### src/hdl/overhead_light_run_controller_assert.svh
// assertion helpers shared by the controller rtl
`ifndef OVERHEAD_LIGHT_RUN_CONTROLLER_ASSERT_SVH
`define OVERHEAD_LIGHT_RUN_CONTROLLER_ASSERT_SVH

// same-cycle implication, disabled during reset
`define OLRC_ASSERT_SAME(label, clk, rst, ante, cons) \
   label: assert property (@(posedge clk) disable iff (rst) (ante) |-> (cons)) \
      else $error("olrc assertion failed");

// next-cycle implication, disabled during reset
`define OLRC_ASSERT_NEXT(label, clk, rst, ante, cons) \
   label: assert property (@(posedge clk) disable iff (rst) (ante) |=> (cons)) \
      else $error("olrc assertion failed");

`endif

### src/hdl/olrc_pkg.sv
`default_nettype none
package olrc_pkg;

   localparam int unsigned TIME_WIDTH   = 32;
   localparam int unsigned LIGHT_WIDTH  = 10;
   localparam int unsigned TICKS_WIDTH  = 16;
   localparam int unsigned DUTY_WIDTH   = 16;
   localparam int unsigned CSR_IDX_WIDTH  = 3;
   localparam int unsigned CSR_DATA_WIDTH = 16;

   // register indexes on the csr port
   localparam logic [CSR_IDX_WIDTH-1:0] CSR_LIGHT_THRESHOLD = 3'd0;
   localparam logic [CSR_IDX_WIDTH-1:0] CSR_STARTUP_TICKS   = 3'd1;
   localparam logic [CSR_IDX_WIDTH-1:0] CSR_RUN_TICKS       = 3'd2;
   localparam logic [CSR_IDX_WIDTH-1:0] CSR_RESUME_DELAY    = 3'd3;
   localparam logic [CSR_IDX_WIDTH-1:0] CSR_FULL_DUTY       = 3'd4;

   // reset values of the registers
   localparam logic [LIGHT_WIDTH-1:0] LIGHT_THRESHOLD_RESET = 10'd255;
   localparam logic [TICKS_WIDTH-1:0] STARTUP_TICKS_RESET   = 16'd76;
   localparam logic [TICKS_WIDTH-1:0] RUN_TICKS_RESET       = 16'd1140;
   localparam logic [TICKS_WIDTH-1:0] RESUME_DELAY_RESET    = 16'd15;
   localparam logic [DUTY_WIDTH-1:0]  FULL_DUTY_RESET       = 16'd19660;

   // mode codes as reported on the result channel
   localparam logic [1:0] MODE_CODE_WAIT    = 2'd0;
   localparam logic [1:0] MODE_CODE_STARTUP = 2'd1;
   localparam logic [1:0] MODE_CODE_RUN     = 2'd2;
   localparam logic [1:0] MODE_CODE_UNUSED  = 2'd3;

   typedef enum logic [2:0] {
      MODE_WAIT    = 3'b001,
      MODE_STARTUP = 3'b010,
      MODE_RUN     = 3'b100
   } mode_type;

   function automatic logic [1:0] mode_code(input mode_type mode);
      logic [1:0] code;
      case (mode)
         MODE_WAIT:    code = MODE_CODE_WAIT;
         MODE_STARTUP: code = MODE_CODE_STARTUP;
         MODE_RUN:     code = MODE_CODE_RUN;
         default:      code = MODE_CODE_UNUSED;
      endcase
      return code;
   endfunction

endpackage
`default_nettype wire

### src/hdl/overhead_light_run_controller.sv
// Overhead light run controller.
// req channel: one transaction per sensor sample (tick time, front and rear
// light readings), valid/ready. rsp channel: one transaction per request with
// mode, speed state, motor duty, duty update flag, emitter and standby LED.
// A request accepted at an edge has its response valid after that edge. The
// rate is one transaction per cycle without stalls, set by the single
// registered pass through the mode logic (three 32-bit add and compare paths).
// The response fields are read straight from the controller state, which only
// moves when a request is accepted; req_ready is high while the response slot
// is empty or being taken, so a stalled receiver holds the response and back-
// pressures the request side without losing anything.
// csr port: a write with csr_write high lands at the clock edge; index 0 light
// threshold, 1 startup ticks, 2 run ticks, 3 resume delay, 4 full duty; other
// indexes are ignored. Write only while idle.
// Reset (synchronous, active high) puts the block in waiting mode, motors
// stopped, duty zero, emitter and standby LED off, registers to defaults, and
// empties the response slot.
`default_nettype none
`include "overhead_light_run_controller_assert.svh"
module overhead_light_run_controller (
   input  wire logic                                  clock,
   input  wire logic                                  reset,
   input  wire logic                                  req_valid,
   output logic                                       req_ready,
   input  wire logic [olrc_pkg::TIME_WIDTH-1:0]       req_now,
   input  wire logic [olrc_pkg::LIGHT_WIDTH-1:0]      req_front_light,
   input  wire logic [olrc_pkg::LIGHT_WIDTH-1:0]      req_rear_light,
   output logic                                       rsp_valid,
   input  wire logic                                  rsp_ready,
   output logic [1:0]                                 rsp_mode,
   output logic                                       rsp_full_speed,
   output logic [olrc_pkg::DUTY_WIDTH-1:0]            rsp_drive_duty,
   output logic                                       rsp_duty_update,
   output logic                                       rsp_emitter_on,
   output logic                                       rsp_standby_led,
   input  wire logic                                  csr_write,
   input  wire logic [olrc_pkg::CSR_IDX_WIDTH-1:0]    csr_index,
   input  wire logic [olrc_pkg::CSR_DATA_WIDTH-1:0]   csr_data
);

   // configuration
   logic [olrc_pkg::LIGHT_WIDTH-1:0] threshold_ff;
   logic [olrc_pkg::TICKS_WIDTH-1:0] startup_ticks_ff;
   logic [olrc_pkg::TICKS_WIDTH-1:0] run_ticks_ff;
   logic [olrc_pkg::TICKS_WIDTH-1:0] resume_delay_ff;
   logic [olrc_pkg::DUTY_WIDTH-1:0]  full_duty_ff;

   // controller state
   olrc_pkg::mode_type               mode_ff, mode_in;
   logic                             speed_ff, speed_in;
   logic [olrc_pkg::TIME_WIDTH-1:0]  startup_start_ff, startup_start_in;
   logic [olrc_pkg::TIME_WIDTH-1:0]  run_start_ff, run_start_in;
   logic [olrc_pkg::TIME_WIDTH-1:0]  last_seen_ff, last_seen_in;
   logic [olrc_pkg::DUTY_WIDTH-1:0]  duty_ff, duty_in;
   logic                             emitter_ff, emitter_in;
   logic                             standby_ff, standby_in;

   // response slot
   logic                             rsp_valid_ff, rsp_valid_in;
   logic                             duty_update_ff, duty_update_in;

   logic                             accept;
   logic                             light_seen;
   logic [olrc_pkg::TIME_WIDTH-1:0]  startup_end;
   logic [olrc_pkg::TIME_WIDTH-1:0]  run_end;
   logic [olrc_pkg::TIME_WIDTH-1:0]  resume_end;
   logic                             startup_done;
   logic                             run_done;
   logic                             resume_done;

   assign req_ready = !rsp_valid_ff || rsp_ready;
   assign accept    = req_valid && req_ready;

   assign light_seen = (req_front_light > threshold_ff) || (req_rear_light > threshold_ff);

   // end times wrap modulo 2^32
   assign startup_end = startup_start_ff
                      + {{(olrc_pkg::TIME_WIDTH-olrc_pkg::TICKS_WIDTH){1'b0}}, startup_ticks_ff};
   assign run_end     = run_start_ff
                      + {{(olrc_pkg::TIME_WIDTH-olrc_pkg::TICKS_WIDTH){1'b0}}, run_ticks_ff};
   assign resume_end  = last_seen_ff
                      + {{(olrc_pkg::TIME_WIDTH-olrc_pkg::TICKS_WIDTH){1'b0}}, resume_delay_ff};

   assign startup_done = req_now > startup_end;
   assign run_done     = req_now > run_end;
   assign resume_done  = req_now > resume_end;

   always_comb begin
      mode_in          = mode_ff;
      speed_in         = speed_ff;
      startup_start_in = startup_start_ff;
      run_start_in     = run_start_ff;
      last_seen_in     = last_seen_ff;
      emitter_in       = emitter_ff;
      standby_in       = standby_ff;
      case (mode_ff)
         olrc_pkg::MODE_WAIT: begin
            emitter_in = 1'b0;
            standby_in = 1'b1;
            speed_in   = 1'b0;
            if (light_seen) begin
               emitter_in       = 1'b1;
               standby_in       = 1'b0;
               mode_in          = olrc_pkg::MODE_STARTUP;
               startup_start_in = req_now;
            end
         end
         olrc_pkg::MODE_STARTUP: begin
            speed_in = 1'b1;
            if (startup_done) begin
               mode_in      = olrc_pkg::MODE_RUN;
               run_start_in = req_now;
            end
         end
         olrc_pkg::MODE_RUN: begin
            if (light_seen) begin
               last_seen_in = req_now;
               speed_in     = 1'b0;
            end else if (!speed_ff && resume_done) begin
               speed_in = 1'b1;
            end
            // speed is left as is on the way back to waiting
            if (run_done) begin
               mode_in = olrc_pkg::MODE_WAIT;
            end
         end
         default: begin
         end
      endcase
      duty_update_in = speed_in != speed_ff;
      duty_in        = duty_ff;
      if (duty_update_in) begin
         duty_in = speed_in ? full_duty_ff : '0;
      end
   end

   always_comb begin
      rsp_valid_in = rsp_valid_ff;
      if (accept) begin
         rsp_valid_in = 1'b1;
      end else if (rsp_ready) begin
         rsp_valid_in = 1'b0;
      end
   end

   always_ff @(posedge clock) begin
      if (reset) begin
         threshold_ff     <= olrc_pkg::LIGHT_THRESHOLD_RESET;
         startup_ticks_ff <= olrc_pkg::STARTUP_TICKS_RESET;
         run_ticks_ff     <= olrc_pkg::RUN_TICKS_RESET;
         resume_delay_ff  <= olrc_pkg::RESUME_DELAY_RESET;
         full_duty_ff     <= olrc_pkg::FULL_DUTY_RESET;
      end else if (csr_write) begin
         case (csr_index)
            olrc_pkg::CSR_LIGHT_THRESHOLD: threshold_ff     <= csr_data[olrc_pkg::LIGHT_WIDTH-1:0];
            olrc_pkg::CSR_STARTUP_TICKS:   startup_ticks_ff <= csr_data;
            olrc_pkg::CSR_RUN_TICKS:       run_ticks_ff     <= csr_data;
            olrc_pkg::CSR_RESUME_DELAY:    resume_delay_ff  <= csr_data;
            olrc_pkg::CSR_FULL_DUTY:       full_duty_ff     <= csr_data;
            default: begin
            end
         endcase
      end
   end

   always_ff @(posedge clock) begin
      if (reset) begin
         mode_ff          <= olrc_pkg::MODE_WAIT;
         speed_ff         <= 1'b0;
         startup_start_ff <= '0;
         run_start_ff     <= '0;
         last_seen_ff     <= '0;
         duty_ff          <= '0;
         emitter_ff       <= 1'b0;
         standby_ff       <= 1'b0;
         rsp_valid_ff     <= 1'b0;
      end else begin
         rsp_valid_ff <= rsp_valid_in;
         if (accept) begin
            mode_ff          <= mode_in;
            speed_ff         <= speed_in;
            startup_start_ff <= startup_start_in;
            run_start_ff     <= run_start_in;
            last_seen_ff     <= last_seen_in;
            duty_ff          <= duty_in;
            emitter_ff       <= emitter_in;
            standby_ff       <= standby_in;
         end
      end
   end

   always_ff @(posedge clock) begin
      if (accept) begin
         duty_update_ff <= duty_update_in;
      end
   end

   // state only moves on acceptance, so it is the pending response
   assign rsp_valid       = rsp_valid_ff;
   assign rsp_mode        = olrc_pkg::mode_code(mode_ff);
   assign rsp_full_speed  = speed_ff;
   assign rsp_drive_duty  = duty_ff;
   assign rsp_duty_update = duty_update_ff;
   assign rsp_emitter_on  = emitter_ff;
   assign rsp_standby_led = standby_ff;

   `OLRC_ASSERT_SAME(a_standby_only_waiting, clock, reset,
      rsp_valid && rsp_standby_led, rsp_mode == olrc_pkg::MODE_CODE_WAIT)
   `OLRC_ASSERT_SAME(a_emitter_standby_excl, clock, reset,
      1'b1, !(emitter_ff && standby_ff))
   `OLRC_ASSERT_NEXT(a_startup_full_speed, clock, reset,
      accept && mode_ff == olrc_pkg::MODE_STARTUP, speed_ff)
   `OLRC_ASSERT_NEXT(a_update_tracks_speed, clock, reset,
      accept, rsp_duty_update == (speed_ff != $past(speed_ff)))

endmodule
`default_nettype wire
### config.mk
export PLATFORM = sky130hd
export DESIGN_NAME = overhead_light_run_controller
export DESIGN_NICKNAME = d
export VERILOG_FILES = /design/src/hdl/olrc_pkg.sv /design/src/hdl/overhead_light_run_controller.sv
export VERILOG_INCLUDE_DIRS = /design/src /design/src/hdl
export SDC_FILE = /design/constraint.sdc
export NUM_CORES = 1
export LEC_CHECK = 0
export BUFFER_PORTS_ARGS = -buffer_cell sky130_fd_sc_hd__clkbuf_2
export CAP_MARGIN = 20
export CORE_ASPECT_RATIO = 0.5
export CORE_MARGIN = 4
export CORE_UTILIZATION = 60
export DETAILED_ROUTE_END_ITERATION = 7
export PLACE_DENSITY = 0.8
export SLEW_MARGIN = 20
export SYNTH_ARGS = -nofsm -noshare
export SYNTH_HDL_FRONTEND = slang
export SYNTH_SLANG_ARGS = --single-unit
### constraint.sdc
create_clock -name clock -period 4.68 [get_ports clock]
set_input_delay 1.17 -clock clock [delete_from_list [all_inputs] [get_ports clock]]
set_output_delay 1.17 -clock clock [all_outputs]
set_load 0.05 [all_outputs]
==> metrics.md <==
| Metric | Value |
|---|---|
| Wirelength, routed | `37300 um` |
| Die X-Extent | `215 um` |
| R2R Path End | `rsp_drive_duty[10]$_SDFFE_PP0P_` |
| Worst setup margin | `98.4 ps` |
| Setup CP Type | `flop to flop` |
| Dpl hpwl | `26800 um` |
| Crit-path max FO | `16` |
| R2R Path Start | `resume_delay_ff[0]$_SDFFE_PP1P_` |
| Slowest cell on the critical path | `nor4_4` |
| Synth Net Count | `1855` |
| Fill cells | `1667` |
| First drt pass iteration count | `6` |
| Pre-CTS setup slack | `-299 ps` |
| CP top delay family | `compound AO/OA/AOI/OAI gates` |
| Max incr delay on CP | `420 ps` |
| Multi-input gate area | `8610 um2` |
| Worst slew pin tran | `1070 ps` |
| Setup_tns | `0 ps` |
| CP most frequent cell | `a211o_1` |
| Critical path origin | `resume_delay_ff[0]$_SDFFE_PP1P_` |
| Core area | `20800 um2` |
| Rel. slew slack | `29.0%` |
| Final hold vios | `0` |
| DRC viols | `0` |
| Period utilisation layout | `97.9%` |
| Required @ worst endpoint | `5050 ps` |
| First-pass GRT wire length | `58900 um` |
| Input/output buffers | `99` |
| WP depth | `21` |
| Post-synth EDFFs | `1` |
| Largest net degree at the start of global routing | `96` |
| Post-route cell area | `14500 um2` |
| Routed via count | `12100` |
| RSZ-0062 raised after global routing | `true` |
| Clk pwr share | `37.3%` |
| Yosys warns | `0` |
| Int Pwr | `0.00267 W` |
| Die height | `111 um` |
| CP endpoint | `rsp_drive_duty[10]$_SDFFE_PP0P_` |
| Placed Area | `13500 um2` |
| Register area | `3890 um2` |
| Share of layout cells above drive strength 1 | `13.6%` |
| Drt wl/cell | `18.8 um` |
| Initial antenna violation count | `0` |
| Hold WC Path Type | `flop to flop` |
| Antenna-violating nets left | `0` |
| Syn-to-layout area delta | `12.8%` |
| Hold Crit Start | `full_duty_ff[9]$_SDFFE_PP0P_` |
| Comb pwr share | `17.9%` |
| Worst-Skew Late Latency | `450 ps` |
| Maxcap violations | `0` |
| Worst Setup Start Kind | `flop` |
| Synth unique cells | `75` |
| Initial DRC count | `1100` |
| Worst Path Arrival | `4950 ps` |
| # clock sinks | `194` |
| Deepest level of the CTS H-tree | `4` |
| Post-Syn Area | `12800 um2` |
| Cell Rows | `37` |
| Yosys reg bits | `194` |
| DIE AREA | `23900 um2` |
| CTS tree | `built` |
| Root Driver | `clkbuf_16` |
| Flop pwr share | `44.9%` |
| Final Power | `0.00390 W` |
| Async SR Flop Fraction | `0%` |
| Fmax | `0.218 GHz` |
| Crit path buf inv count | `2` |
| Min Clock Period, post-route | `4580 ps` |
| Slew Viols, Final | `0` |
| Post-synthesis sequential area ratio | `30.4%` |
| Total CTS buffers | `17` |
| Layout net count | `1938` |
| Outcome | `complete, no violations` |
| CTS clk-pin slew, worst paths | `80 ps` |
| Reg2reg setup slack | `100 ps` |
| LEAKAGE | `6.05 nW` |
| Clk_skew | `15.2 ps` |
| Net Sw Frac | `31.5%` |
| Routability cong. | `0.946` |
| Remaining global-route overflow | `0` |
| Total GRT Usage | `30.1%` |
| PwrDens | `270 nW/um2` |
| R2R cell count | `21` |
| Main synth FF type | `dfxtp_1` |
| P_sw | `0.00123 W` |
| # IOs | `100` |
| Cells after Synth | `1612` |
| # setup viols final | `0` |
| Via density | `6.12` |
| Worst path cell trace | `ha_2 -> inv_1 -> fa_2 -> nor2b_1 -> o31a_1 -> o21bai_2 -> a211o_1 -> a21oi_2 -> or2_4 -> nand2_1 -> xor2_1 -> ha_1 -> and3_4 -> nand3_4 -> nor4_4 -> o311ai_2 -> nand4b_1 -> a211o_1 -> nand2_2 -> buf_12 -> o32ai_1` |
| Maximum ir drop on the vdd rail | `245 uV` |
| N_diodes | `0` |
| Starting density of the core | `61.7%` |
| Vias in the first global route | `11700` |
| Worst Setup End Kind | `flop` |
| Avg Cell Area, Syn | `7.95 um2` |
| Clock Tree Buf Depth | `2` |
## per-layer routing
metal / part of all wire, % / vias to the layer above / track usage (%) / wire (um)
li1: - / 5828 / - / -
met1: 43 / 5695 / 40.3 / 15900
met2: 45 / 522 / 49.9 / 16900
met3: 9.4 / 74 / 4.75 / 3520
met4: 2.6 / 0 / 10.3 / 972
met5: 0 / - / 0 / 0
## worst min path at each step
stage          cells after the start  slack [ps]                          endpoint
6_report                           2         460      full_duty_ff[9]$_SDFFE_PP0P_
5_1_grt                            2         480  startup_start_ff[9]$_SDFFE_PP0P_
4_1_cts                            2         460     full_duty_ff[15]$_SDFFE_PP0P_
3_5_place_dp                       2         450     full_duty_ff[15]$_SDFFE_PP0P_
3_3_place_gp                       2         440     full_duty_ff[15]$_SDFFE_PP0P_
2_1_floorplan                      2         440      full_duty_ff[0]$_SDFFE_PP0P_
## metrics by stage
stage          instances  utilization (%)  hold WS [ps]
6_report            1981             69.6           460
5_1_grt             1981             69.6           476
2_1_floorplan       1612                -           436
4_1_cts             1962             67.8           459
3_3_place_gp        1930             64.9           443
3_5_place_dp        1930             64.9           448
## area by class of cell
class / instances / share of cell area [%]
Clock buffer: 19 / 2.99
Clock inverter: 13 / 0.925
Inverter: 61 / 1.58
Multi-Input combinational cell: 1289 / 59.5
Sequential cell: 194 / 26.9
Tap cell: 273 / 2.36
Timing Repair Buffer: 132 / 5.68
## worst reg2reg max path, stage by stage, from the launching register on
cell	delay [ps]
dfxtp_1	340
ha_2	210
inv_1	80
fa_2	350
nor2b_1	150
o31a_1	230
o21bai_2	110
a211o_1	370
a21oi_2	140
or2_4	180
nand2_1	80
xor2_1	140
ha_1	300
and3_4	190
nand3_4	100
nor4_4	420
o311ai_2	210
nand4b_1	210
a211o_1	200
nand2_2	80
buf_12	170
o32ai_1	260
## cells by family (layout without fill, tap and decap cells)
kind of cell,Yosys count,in the layout,synth area share (%)
buf+inv,129,225,4.14
compound gates,383,383,19.1
mux,32,32,2.50
fa+ha+maj,167,167,16.5
simple gates,624,624,21.8
xor+xnor,83,83,5.67
flops,194,194,30.4
## state kept, by name, summed over array words and instances (netlist names), 3 cells and up
register	count
last_seen_ff	32
run_start_ff	32
startup_start_ff	32
full_duty_ff	16
resume_delay_ff	16
rsp_drive_duty	16
run_ticks_ff	16
startup_ticks_ff	16
threshold_ff	10
mode_ff	3
## power by group through the flow
stage | clock network [W] | logic, W | registers [W]
floorplan | 0 | 0.000433 | 0.00178
global placement | 0 | 0.000622 | 0.00178
detailed placement | 0 | 0.000651 | 0.00179
CTS | 0.00146 | 0.000659 | 0.00175
global route | 0.00155 | 0.000769 | 0.00176
finish | 0.00146 | 0.000697 | 0.00175
## cell usage after synthesis, types with 5 or more instances
cell / count / share of area, %
nand3_1: 45 / 1.8
dfxtp_1: 193 / 30
inv_1: 60 / 1.8
nor2_1: 62 / 1.8
ha_1: 164 / 16
o21ai_0: 29 / 1.1
o21a_1: 15 / 0.88
a211o_1: 6 / 0.41
xnor2_1: 24 / 1.6
nand2b_1: 10 / 0.49
clkbuf_1: 58 / 1.7
nor3_1: 15 / 0.59
buf_4: 5 / 0.29
nor2b_1: 15 / 0.73
xor2_1: 59 / 4.0
a211oi_1: 13 / 0.76
mux2i_1: 32 / 2.5
o31ai_2: 11 / 1.1
o31ai_1: 6 / 0.35
o21ai_1: 17 / 0.66
o211ai_1: 27 / 1.6
a21o_1: 34 / 2.0
nand4_1: 30 / 1.5
and3_1: 28 / 1.4
and2_1: 6 / 0.29
or2_2: 9 / 0.44
a21oi_1: 178 / 6.9
o21bai_1: 8 / 0.47
nand2_1: 377 / 11
## layout by cell type, fill, tap and decap left out, types with 30 or more instances in the layout
master and n:
nand2_1 376, dfxtp_1 192, a21oi_1 175, ha_1 163, clkbuf_2 98, inv_1 59
nor2_1 59, xor2_1 59, nand3_1 43, a21o_1 33, mux2i_1 31, nand4_1 30
## timing repair
item | in CTS | in global routing
endpoints found under the setup margin | 50 | 53
gates resized for setup | 7 | 38
cloned | 0 | 3
hold buffers | 0 | 0
pin swaps | 2 | 24
buffers inserted | 0 | 16
Note: power is estimated with default switching activity, not from simulation.
